### config.mk
export PLATFORM = sky130hd
export DESIGN_NAME = ready_pending_task_queue_unit_flat
export DESIGN_NICKNAME = d
export VERILOG_FILES = /design/src/rptq_pkg.sv /design/src/rptq_req_if.sv /design/src/rptq_rsp_if.sv /design/src/rptq_ctrl.sv /design/src/rptq_dpath.sv /design/src/ready_pending_task_queue_unit.sv /design/src/flat_wrapper.sv
export VERILOG_INCLUDE_DIRS = /design/src /design/src/src
export SDC_FILE = /design/constraint.sdc
export NUM_CORES = 2
export LEC_CHECK = 0
export ABC_CLOCK_PERIOD_IN_PS = 11050
export BUFFER_PORTS_ARGS = -buffer_cell sky130_fd_sc_hd__buf_2
export CORE_AREA = 2 2 570 572
export CTS_BUF_LIST = sky130_fd_sc_hd__clkbuf_4 sky130_fd_sc_hd__clkbuf_8
export CTS_CLUSTER_SIZE = 10
export DETAILED_ROUTE_END_ITERATION = 16
export DIE_AREA = 0 0 572 574
export PLACE_DENSITY = 0.58
export SLEW_MARGIN = 20
export SYNTH_ARGS = -nofsm -noshare
export SYNTH_HDL_FRONTEND = slang
export SYNTH_HIERARCHICAL = 1
export SYNTH_SLANG_ARGS = --single-unit
### constraint.sdc
create_clock -name clk -period 11.05 [get_ports clk]
set_clock_uncertainty 0.15 [all_clocks]
set_input_delay 1.105 -clock clk [delete_from_list [all_inputs] [get_ports clk]]
set_output_delay 1.105 -clock clk [all_outputs]
set_load 0.01 [all_outputs]
### src/ready_pending_task_queue_unit_assert.svh
// Assertion macros for the ready / pending task queue.
// Included by files that check their own logic; no other dependencies.
`ifndef READY_PENDING_TASK_QUEUE_UNIT_ASSERT_SVH
`define READY_PENDING_TASK_QUEUE_UNIT_ASSERT_SVH
`ifndef SYNTHESIS
// Checked outside reset
`define RPTQ_ASSERT(label, prop, msg) \
  label: assert property (@(posedge clk) disable iff (rst) prop) else $error(msg);
// Checked during reset as well
`define RPTQ_ASSERT_RST(label, prop, msg) \
  label: assert property (@(posedge clk) prop) else $error(msg);
`else
`define RPTQ_ASSERT(label, prop, msg)
`define RPTQ_ASSERT_RST(label, prop, msg)
`endif
`endif

### src/rptq_pkg.sv
// Shared types and constants of the ready / pending task queue.
// No dependencies.
`default_nettype none
package rptq_pkg;
  localparam int PEND_DEPTH = 64;
  localparam int RDY_DEPTH  = 64;
  localparam int PIDX_W = $clog2(PEND_DEPTH);
  localparam int RIDX_W = $clog2(RDY_DEPTH);
  localparam int PCNT_W = $clog2(PEND_DEPTH + 1);
  localparam int RCNT_W = $clog2(RDY_DEPTH + 1);
  localparam int NODE_W = 16;
  localparam int COST_W = 16;
  localparam int STAT_W = 3;
  localparam int COUNT_W = 7;
  localparam logic [PIDX_W:0] PEND_END = (PIDX_W + 1)'(PEND_DEPTH);
  localparam logic [RCNT_W-1:0] RDY_FULL = RCNT_W'(RDY_DEPTH);
  localparam logic [RIDX_W-1:0] RDY_LAST = RIDX_W'(RDY_DEPTH - 1);

  // operation codes
  localparam logic OP_PUSH = 1'b0;
  localparam logic OP_POP  = 1'b1;

  // result status codes
  localparam logic [STAT_W-1:0] ST_PUSHED    = 3'd0;
  localparam logic [STAT_W-1:0] ST_POP_READY = 3'd1;
  localparam logic [STAT_W-1:0] ST_POP_PEND  = 3'd2;
  localparam logic [STAT_W-1:0] ST_EMPTY     = 3'd3;
  localparam logic [STAT_W-1:0] ST_PEND_FULL = 3'd4;
  localparam logic [STAT_W-1:0] ST_RDY_FULL  = 3'd5;

  typedef enum logic [1:0] {S_IDLE, S_SCAN, S_EXEC, S_OUT} state_t;

  typedef struct packed {
    logic load;
    logic scan;
    logic exec;
  } cmd_t;

  typedef struct packed {
    logic scan_done;
  } sts_t;
endpackage
`default_nettype wire

### src/rptq_req_if.sv
// Request channel: operation, node id and cost with valid / ready.
// Depends on rptq_pkg.
`default_nettype none
interface rptq_req_if import rptq_pkg::*; ();
  logic              valid;
  logic              ready;
  logic              operation;
  logic [NODE_W-1:0] node_id;
  logic [COST_W-1:0] cost;
  modport source(output valid, operation, node_id, cost, input ready);
  modport sink(input valid, operation, node_id, cost, output ready);
endinterface
`default_nettype wire

### src/rptq_rsp_if.sv
// Response channel: status, popped node and both fill counts.
// Depends on rptq_pkg.
`default_nettype none
interface rptq_rsp_if import rptq_pkg::*; ();
  logic               valid;
  logic               ready;
  logic [STAT_W-1:0]  status;
  logic [NODE_W-1:0]  popped_node;
  logic [COUNT_W-1:0] pending_count;
  logic [COUNT_W-1:0] ready_count;
  modport source(output valid, status, popped_node, pending_count, ready_count,
                 input ready);
  modport sink(input valid, status, popped_node, pending_count, ready_count,
               output ready);
endinterface
`default_nettype wire

### src/rptq_ctrl.sv
// Controller: sequences accept, table scan, commit and response transfer.
// Depends on rptq_pkg.
`default_nettype none
module rptq_ctrl import rptq_pkg::*; (
  input  wire  clk,
  input  wire  rst,
  input  wire  req_valid,
  output logic req_ready,
  output logic rsp_valid,
  input  wire  rsp_ready,
  input  sts_t sts,
  output cmd_t cmd
);
  state_t state, state_next;

  // state register
  always_ff @(posedge clk) begin
    if (rst) state <= S_IDLE;
    else     state <= state_next;
  end

  // next state and commands
  always_comb begin
    state_next = state;
    cmd        = '0;
    req_ready  = 1'b0;
    rsp_valid  = 1'b0;
    unique case (state)
      S_IDLE: begin
        req_ready = 1'b1;
        if (req_valid) begin
          cmd.load   = 1'b1;
          state_next = S_SCAN;
        end
      end
      S_SCAN: begin
        cmd.scan = 1'b1;
        if (sts.scan_done) state_next = S_EXEC;
      end
      S_EXEC: begin
        cmd.exec   = 1'b1;
        state_next = S_OUT;
      end
      S_OUT: begin
        rsp_valid = 1'b1;
        if (rsp_ready) state_next = S_IDLE;
      end
      default: state_next = S_IDLE;
    endcase
  end
endmodule
`default_nettype wire

### src/rptq_dpath.sv
// Datapath: pending table and ready FIFO stores, scan unit, commit, response.
// Depends on rptq_pkg.
`default_nettype none
module rptq_dpath import rptq_pkg::*; (
  input  wire                clk,
  input  wire                rst,
  input  cmd_t               cmd,
  output sts_t               sts,
  input  wire                in_op,
  input  wire [NODE_W-1:0]   in_node,
  input  wire [COST_W-1:0]   in_cost,
  output logic [STAT_W-1:0]  out_status,
  output logic [NODE_W-1:0]  out_node,
  output logic [COUNT_W-1:0] out_pcount,
  output logic [COUNT_W-1:0] out_rcount
);
  // latched request
  logic              op_q;
  logic [NODE_W-1:0] node_q;
  logic [COST_W-1:0] cost_q;

  // stores
  logic [NODE_W-1:0] pnode_mem [PEND_DEPTH];
  logic [COST_W-1:0] pcost_mem [PEND_DEPTH];
  logic [NODE_W-1:0] rdy_mem   [RDY_DEPTH];
  logic [PEND_DEPTH-1:0] pvalid;
  logic [PCNT_W-1:0] pcount;
  logic [RIDX_W-1:0] rhead, rtail;
  logic [RCNT_W-1:0] rfill;
  logic [NODE_W-1:0] rdy_q;

  // scan
  logic [PIDX_W:0]   scan_addr;
  logic              rd_live;
  logic [PIDX_W-1:0] rd_idx;
  logic [NODE_W-1:0] rd_node;
  logic [COST_W-1:0] rd_cost;
  logic              hit, free_ok, best_ok;
  logic [PIDX_W-1:0] hit_slot, free_slot, best_slot;
  logic [COST_W-1:0] best_cost;
  logic [NODE_W-1:0] best_node;

  // commit decisions
  logic [STAT_W-1:0] st;
  logic [NODE_W-1:0] pop_node;
  logic              clr_en, set_en, wr_node_en, wr_cost_en, rpush, rpop;
  logic [PIDX_W-1:0] clr_slot, wr_slot;
  logic [PCNT_W-1:0] pcount_next;
  logic [RCNT_W-1:0] rfill_next;

  assign sts.scan_done = (scan_addr == PEND_END) && !rd_live;

  // request latch
  always_ff @(posedge clk) begin
    if (cmd.load) begin
      op_q   <= in_op;
      node_q <= in_node;
      cost_q <= in_cost;
    end
  end

  // scan address and registered table read
  always_ff @(posedge clk) begin
    if (rst) begin
      scan_addr <= '0;
      rd_live   <= 1'b0;
    end else if (cmd.load) begin
      scan_addr <= '0;
      rd_live   <= 1'b0;
    end else if (cmd.scan && scan_addr != PEND_END) begin
      scan_addr <= scan_addr + 1'b1;
      rd_live   <= 1'b1;
    end else begin
      rd_live <= 1'b0;
    end
  end

  always_ff @(posedge clk) begin
    rd_idx  <= scan_addr[PIDX_W-1:0];
    rd_node <= pnode_mem[scan_addr[PIDX_W-1:0]];
    rd_cost <= pcost_mem[scan_addr[PIDX_W-1:0]];
    rdy_q   <= rdy_mem[rhead];
  end

  // match, first free and minimum cost, one slot a cycle
  always_ff @(posedge clk) begin
    if (cmd.load) begin
      hit     <= 1'b0;
      free_ok <= 1'b0;
      best_ok <= 1'b0;
    end else if (rd_live) begin
      if (pvalid[rd_idx] && rd_node == node_q && !hit) begin
        hit      <= 1'b1;
        hit_slot <= rd_idx;
      end
      if (!pvalid[rd_idx] && !free_ok) begin
        free_ok   <= 1'b1;
        free_slot <= rd_idx;
      end
      if (pvalid[rd_idx] && (!best_ok || rd_cost < best_cost)) begin
        best_ok   <= 1'b1;
        best_slot <= rd_idx;
        best_cost <= rd_cost;
        best_node <= rd_node;
      end
    end
  end

  // commit decision
  always_comb begin
    st         = ST_PUSHED;
    pop_node   = '0;
    clr_en     = 1'b0;
    clr_slot   = hit_slot;
    set_en     = 1'b0;
    wr_node_en = 1'b0;
    wr_cost_en = 1'b0;
    wr_slot    = free_slot;
    rpush      = 1'b0;
    rpop       = 1'b0;
    if (op_q == OP_PUSH) begin
      if (cost_q == '0) begin
        if (rfill == RDY_FULL) begin
          st = ST_RDY_FULL;
        end else begin
          clr_en = hit;
          rpush  = 1'b1;
        end
      end else if (hit) begin
        wr_cost_en = 1'b1;
        wr_slot    = hit_slot;
      end else if (free_ok) begin
        set_en     = 1'b1;
        wr_node_en = 1'b1;
        wr_cost_en = 1'b1;
      end else begin
        st = ST_PEND_FULL;
      end
    end else begin
      if (rfill != '0) begin
        rpop     = 1'b1;
        pop_node = rdy_q;
        st       = ST_POP_READY;
      end else if (best_ok) begin
        clr_en   = 1'b1;
        clr_slot = best_slot;
        pop_node = best_node;
        st       = ST_POP_PEND;
      end else begin
        st = ST_EMPTY;
      end
    end
    pcount_next = pcount + PCNT_W'(set_en) - PCNT_W'(clr_en);
    rfill_next  = rfill + RCNT_W'(rpush) - RCNT_W'(rpop);
  end

  // store writes
  always_ff @(posedge clk) begin
    if (cmd.exec && wr_node_en) pnode_mem[wr_slot] <= node_q;
    if (cmd.exec && wr_cost_en) pcost_mem[wr_slot] <= cost_q;
    if (cmd.exec && rpush)      rdy_mem[rtail]     <= node_q;
  end

  // control state of both stores
  always_ff @(posedge clk) begin
    if (rst) begin
      pvalid <= '0;
      pcount <= '0;
      rhead  <= '0;
      rtail  <= '0;
      rfill  <= '0;
    end else if (cmd.exec) begin
      if (clr_en) pvalid[clr_slot] <= 1'b0;
      if (set_en) pvalid[wr_slot]  <= 1'b1;
      pcount <= pcount_next;
      rfill  <= rfill_next;
      if (rpush) rtail <= (rtail == RDY_LAST) ? '0 : rtail + 1'b1;
      if (rpop)  rhead <= (rhead == RDY_LAST) ? '0 : rhead + 1'b1;
    end
  end

  // response register
  always_ff @(posedge clk) begin
    if (cmd.exec) begin
      out_status <= st;
      out_node   <= pop_node;
      out_pcount <= COUNT_W'(pcount_next);
      out_rcount <= COUNT_W'(rfill_next);
    end
  end
endmodule
`default_nettype wire

### src/ready_pending_task_queue_unit.sv
// Top level of the ready / pending task queue.
// Depends on rptq_pkg, rptq_req_if, rptq_rsp_if, rptq_ctrl, rptq_dpath and the assert header.
`default_nettype none
`include "ready_pending_task_queue_unit_assert.svh"
// One request is handled at a time. Each request passes through the table
// scan, a commit and then the response, which waits for the response sink.
// During the scan the pending table memory is read one slot a cycle; the
// read is registered. The scan finds the node's slot, the first free slot
// and the lowest cost entry. The request channel is ready only when idle, so
// a new request is taken only after the previous response has transferred.
module ready_pending_task_queue_unit import rptq_pkg::*; (
  input wire         clk,
  input wire         rst,
  rptq_req_if.sink   req,
  rptq_rsp_if.source rsp
);
  cmd_t cmd;
  sts_t sts;

  rptq_ctrl u_ctrl (
    .clk       (clk),
    .rst       (rst),
    .req_valid (req.valid),
    .req_ready (req.ready),
    .rsp_valid (rsp.valid),
    .rsp_ready (rsp.ready),
    .sts       (sts),
    .cmd       (cmd)
  );

  rptq_dpath u_dpath (
    .clk        (clk),
    .rst        (rst),
    .cmd        (cmd),
    .sts        (sts),
    .in_op      (req.operation),
    .in_node    (req.node_id),
    .in_cost    (req.cost),
    .out_status (rsp.status),
    .out_node   (rsp.popped_node),
    .out_pcount (rsp.pending_count),
    .out_rcount (rsp.ready_count)
  );

  // one request in flight: never accepting while a response is offered
  `RPTQ_ASSERT(a_no_overlap, !(req.ready && rsp.valid), "ready while response pending")
  // a response transfer returns the block to idle
  `RPTQ_ASSERT(a_back_idle, (rsp.valid && rsp.ready) |=> req.ready, "not idle after response")
  // an accepted request blocks the next one
  `RPTQ_ASSERT(a_busy, (req.valid && req.ready) |=> (!req.ready && cmd.scan), "no scan")
  // reset leaves no response pending
  `RPTQ_ASSERT_RST(a_rst, rst |=> !rsp.valid, "response valid after reset")
endmodule
`default_nettype wire
### src/flat_wrapper.sv
// flat-port wrapper written by rule: the top's interface ports become plain ports
module ready_pending_task_queue_unit_flat import rptq_pkg::*;
  (clk, rst, req_valid, req_operation, req_node_id, req_cost, req_ready, rsp_valid, rsp_status, rsp_popped_node, rsp_pending_count, rsp_ready_count, rsp_ready);
  rptq_req_if req_i ();
  rptq_rsp_if rsp_i ();
  input wire clk;
  input wire rst;
  input wire logic [$bits(req_i.valid)-1:0] req_valid;
  input wire logic [$bits(req_i.operation)-1:0] req_operation;
  input wire logic [$bits(req_i.node_id)-1:0] req_node_id;
  input wire logic [$bits(req_i.cost)-1:0] req_cost;
  output wire logic [$bits(req_i.ready)-1:0] req_ready;
  output wire logic [$bits(rsp_i.valid)-1:0] rsp_valid;
  output wire logic [$bits(rsp_i.status)-1:0] rsp_status;
  output wire logic [$bits(rsp_i.popped_node)-1:0] rsp_popped_node;
  output wire logic [$bits(rsp_i.pending_count)-1:0] rsp_pending_count;
  output wire logic [$bits(rsp_i.ready_count)-1:0] rsp_ready_count;
  input wire logic [$bits(rsp_i.ready)-1:0] rsp_ready;
  assign req_i.valid = req_valid;
  assign req_i.operation = req_operation;
  assign req_i.node_id = req_node_id;
  assign req_i.cost = req_cost;
  assign req_ready = req_i.ready;
  assign rsp_valid = rsp_i.valid;
  assign rsp_status = rsp_i.status;
  assign rsp_popped_node = rsp_i.popped_node;
  assign rsp_pending_count = rsp_i.pending_count;
  assign rsp_ready_count = rsp_i.ready_count;
  assign rsp_i.ready = rsp_ready;
  ready_pending_task_queue_unit u_core (.clk(clk), .rst(rst), .req(req_i), .rsp(rsp_i));
endmodule
==> out/results.txt <==
Pins over their slew limit: 0
Cell Area, Synth: 0.1285 mm^2
Cts hold-fix bufs: 24
Die W: 572 um
Critical Path End Type: register
CTS root buf: clkbuf_8
Share of post-route cells with drive strength above 1: 32.26%
RSZ-0062 raised after global routing: no
Final Cell Area: 0.1455 mm^2
Max transition margin: 12.80%
CP Class: register to register
Flop2flop setup slack: 5.53 ns
Dpl hpwl: 193.7 mm
Area of the core: 0.3227 mm^2
Die area: 0.3283 mm^2
Worst r2r path cells: 8
Worst Hold End: u_core/u_dpath/cost_q[15]
Final GP Congestion: 0.8914
DR iter-0 viols: 7711
Synth top area share: 74.49%
1st-pass router iterations: 14
Num CTS Buffers: 548
Synth async-reset ratio: 0%
Finish-stage setup viols: 0
Number of distinct library cells after synthesis: 65
HP Start: req_cost[15]
Fin Setup TNS: 0 ns
Nets: 6354
Worst-path clk slew: 0.06 ns
Post_cts resized: 0
WP data arrival: 6.05 ns
Die extent in y: 574 um
Sequential area share after synthesis: 76.93%
Vias: 62260
DP Area: 0.1347 mm^2
Worst hold path type: primary input to register
Fmax: 181.1 MHz
Power Internal: 21280 uW
VDD IR max: 0.1421 mV
Starting density of the core: 39.83%
Vias in the first global route: 62180
Top_reg_cell synth: edfxtp_1
Period utilization: 49.98%
Mean Syn Cell Area: 22.40 um^2
Logic gate share of total power: 10.8%
Num rows: 209
PortBufs: 71
Post-CTS Setup Bufs: 0
FF-to-FF End: u_core/u_dpath/pcost_mem[37][15]
Max-Cap Viols: 0
Ports: 72
EDFF count, synth: 3188
Total GRT Usage: 19.68%
Minimum clock period: 5.522 ns
WL/cell: 29.69 um
WP data required: 11.58 ns
Tightest Pin Transition: 1.308 ns
Worst skew pair latency: 1.14 ns
H-tree levels: 6
Area grow syn2layout: 13.25%
CTS tree: done
Failing checks: design-rule violations
Main area contributors after synthesis: edfxtp_1, mux4_2, dfxtp_1, mux2i_1, nor2_1
Setup crit start kind: register
Switching part of the total power: 24.94%
Status: finished with violations
Final Hold Viols: 0
Commonest cells after routing, fill and taps aside: edfxtp_1, mux4_2, clkbuf_8
DR DRC count: 2
Final antenna-violating net count: 0
Flop pwr share: 52.0%
Syn Inst Count: 5737
Drt total wl: 327.6 mm
Avg Vias per Cell: 5.643
P_sw: 7070 uW
Largest area contributor in the netlist: edfxtp_1
Clock sinks: 3345
Post-synthesis register bit count: 3345
PD cells: 194.8 mW/mm^2
Clock power frac: 37.1%
Initial antenna violation count: 26
Hold path cells: 1
Commonest non-fill, non-tap cell in the layout: edfxtp_1
Clock buffer depth: 4
GRT overflow: 0
Largest net degree at the start of global routing: 153
First-pass GRT wire length: 462.8 mm
Post-Syn Nets: 5814
Static Leak: 0.04437 uW
Synthesis warning total: 6
Crit-path max FO: 65
Reg2reg start: u_core/u_dpath/cost_q[10]
cell families after synthesis:
| logic type | count (synthesis) | synth area share (%) |
|---|---|---|
| XOR/XNOR | 38 | 0.2590 |
| AND/OR/NAND/NOR | 478 | 1.795 |
| flip-flops | 3345 | 76.93 |
| adder cells (fa/ha/maj) | 40 | 0.4011 |
| AO/OA/AOI/OAI | 367 | 1.704 |
| buffers and inverters | 402 | 1.368 |
| multiplexers | 1067 | 17.54 |
layer usage:
metal / vias up / wire (um) / global-route usage (%)
met4: 4 / 8112 / 5.356
met3: 522 / 28400 / 3.996
li1: 25290 / - / -
met5: - / 34 / 0
met1: 33620 / 143500 / 29.94
met2: 2824 / 147600 / 28.87
flip-flops by register name (all words and copies together), names as in the netlist, 16 cells and up:
signal and count:
u_core/u_dpath/best_cost 16, u_core/u_dpath/rdy_q 16, u_core/u_dpath/best_node 16, u_core/u_dpath/pnode_mem 1024
u_core/u_dpath/pcost_mem 1024, u_core/u_dpath/rdy_mem 1024, u_core/u_dpath/cost_q 16, u_core/u_dpath/pvalid 64
u_core/u_dpath/out_node 16, u_core/u_dpath/rd_node 16, u_core/u_dpath/rd_cost 16, u_core/u_dpath/node_q 16
critical path: stages, from the launching register on:
cell,delay [ns]
edfxtp_1,0.36
buf_4,0.34
nor4_1,0.43
nand3_1,0.62
o21ai_4,0.98
nand4b_1,0.22
o21ai_2,0.39
nand2_2,0.62
nor2_2,0.93
synthesized netlist by cell type, types with 14 or more instances:
cell,n
buf_2,82
nand3_1,38
o22ai_1,24
buf_1,39
o21a_1,15
dfxtp_1,157
clkbuf_1,138
edfxtp_1,3188
nor3_1,19
a211oi_1,16
nor2_1,185
and2_1,18
nand2_1,102
mux4_2,947
buf_4,31
a22o_1,16
xor2_1,25
inv_1,106
nor4_1,14
mux2i_1,111
o21ai_0,93
a21oi_1,131
ha_1,38
nor2b_1,22
final cells by class:
type                       instances  area (um^2)
antenna                            6        15.01
clock inverter                   230         1470
fill                           27070       177200
clock buffer                     745         9102
multi-input combinational       1990        28060
tap                             4325         5411
inverter                         108        405.4
timing repair buffer             284         2175
sequential                      3345        98910
stage by stage:
stage	total power (uW)	utilization, %	instances	setup slack, ns	hold WS [ns]
2_1_floorplan	16860	-	5737	4.890	0.1758
3_3_place_gp	18050	41.73	10030	5.711	0.2641
3_5_place_dp	18120	41.73	10030	5.497	0.2690
4_1_cts	28630	45.08	11030	5.439	0.0002996
5_1_grt	29330	45.10	11030	5.300	0.01466
6_report	28350	45.10	11030	5.528	0.1018
how the worst max path moves through the flow:
stage                     slack, ns                          endpoint                       from  depth (start not counted)
after global placement         5.71    u_core/u_dpath/pcost_mem[5][3]  u_core/u_dpath/cost_q[10]                          8
after global routing           5.30  u_core/u_dpath/pcost_mem[27][13]  u_core/u_dpath/cost_q[10]                          8
after floorplan                4.89       u_core/u_dpath/best_cost[0]   u_core/u_dpath/rd_idx[2]                         10
final                          5.53  u_core/u_dpath/pcost_mem[37][15]  u_core/u_dpath/cost_q[10]                          8
after CTS                      5.44    u_core/u_dpath/pcost_mem[5][5]  u_core/u_dpath/cost_q[10]                          8
after detailed placement       5.50    u_core/u_dpath/pcost_mem[5][1]  u_core/u_dpath/cost_q[10]                          8
power groups by stage:
stage               combinational, uW  clock, uW  sequential (uW)
floorplan                        1530          0            15300
detailed placement               3110          0            15000
global placement                 3040          0            15000
finish                           3070      10500            14800
global route                     3270      11300            14800
CTS                              3120      10800            14800
(Power assumes the default switching activity.)
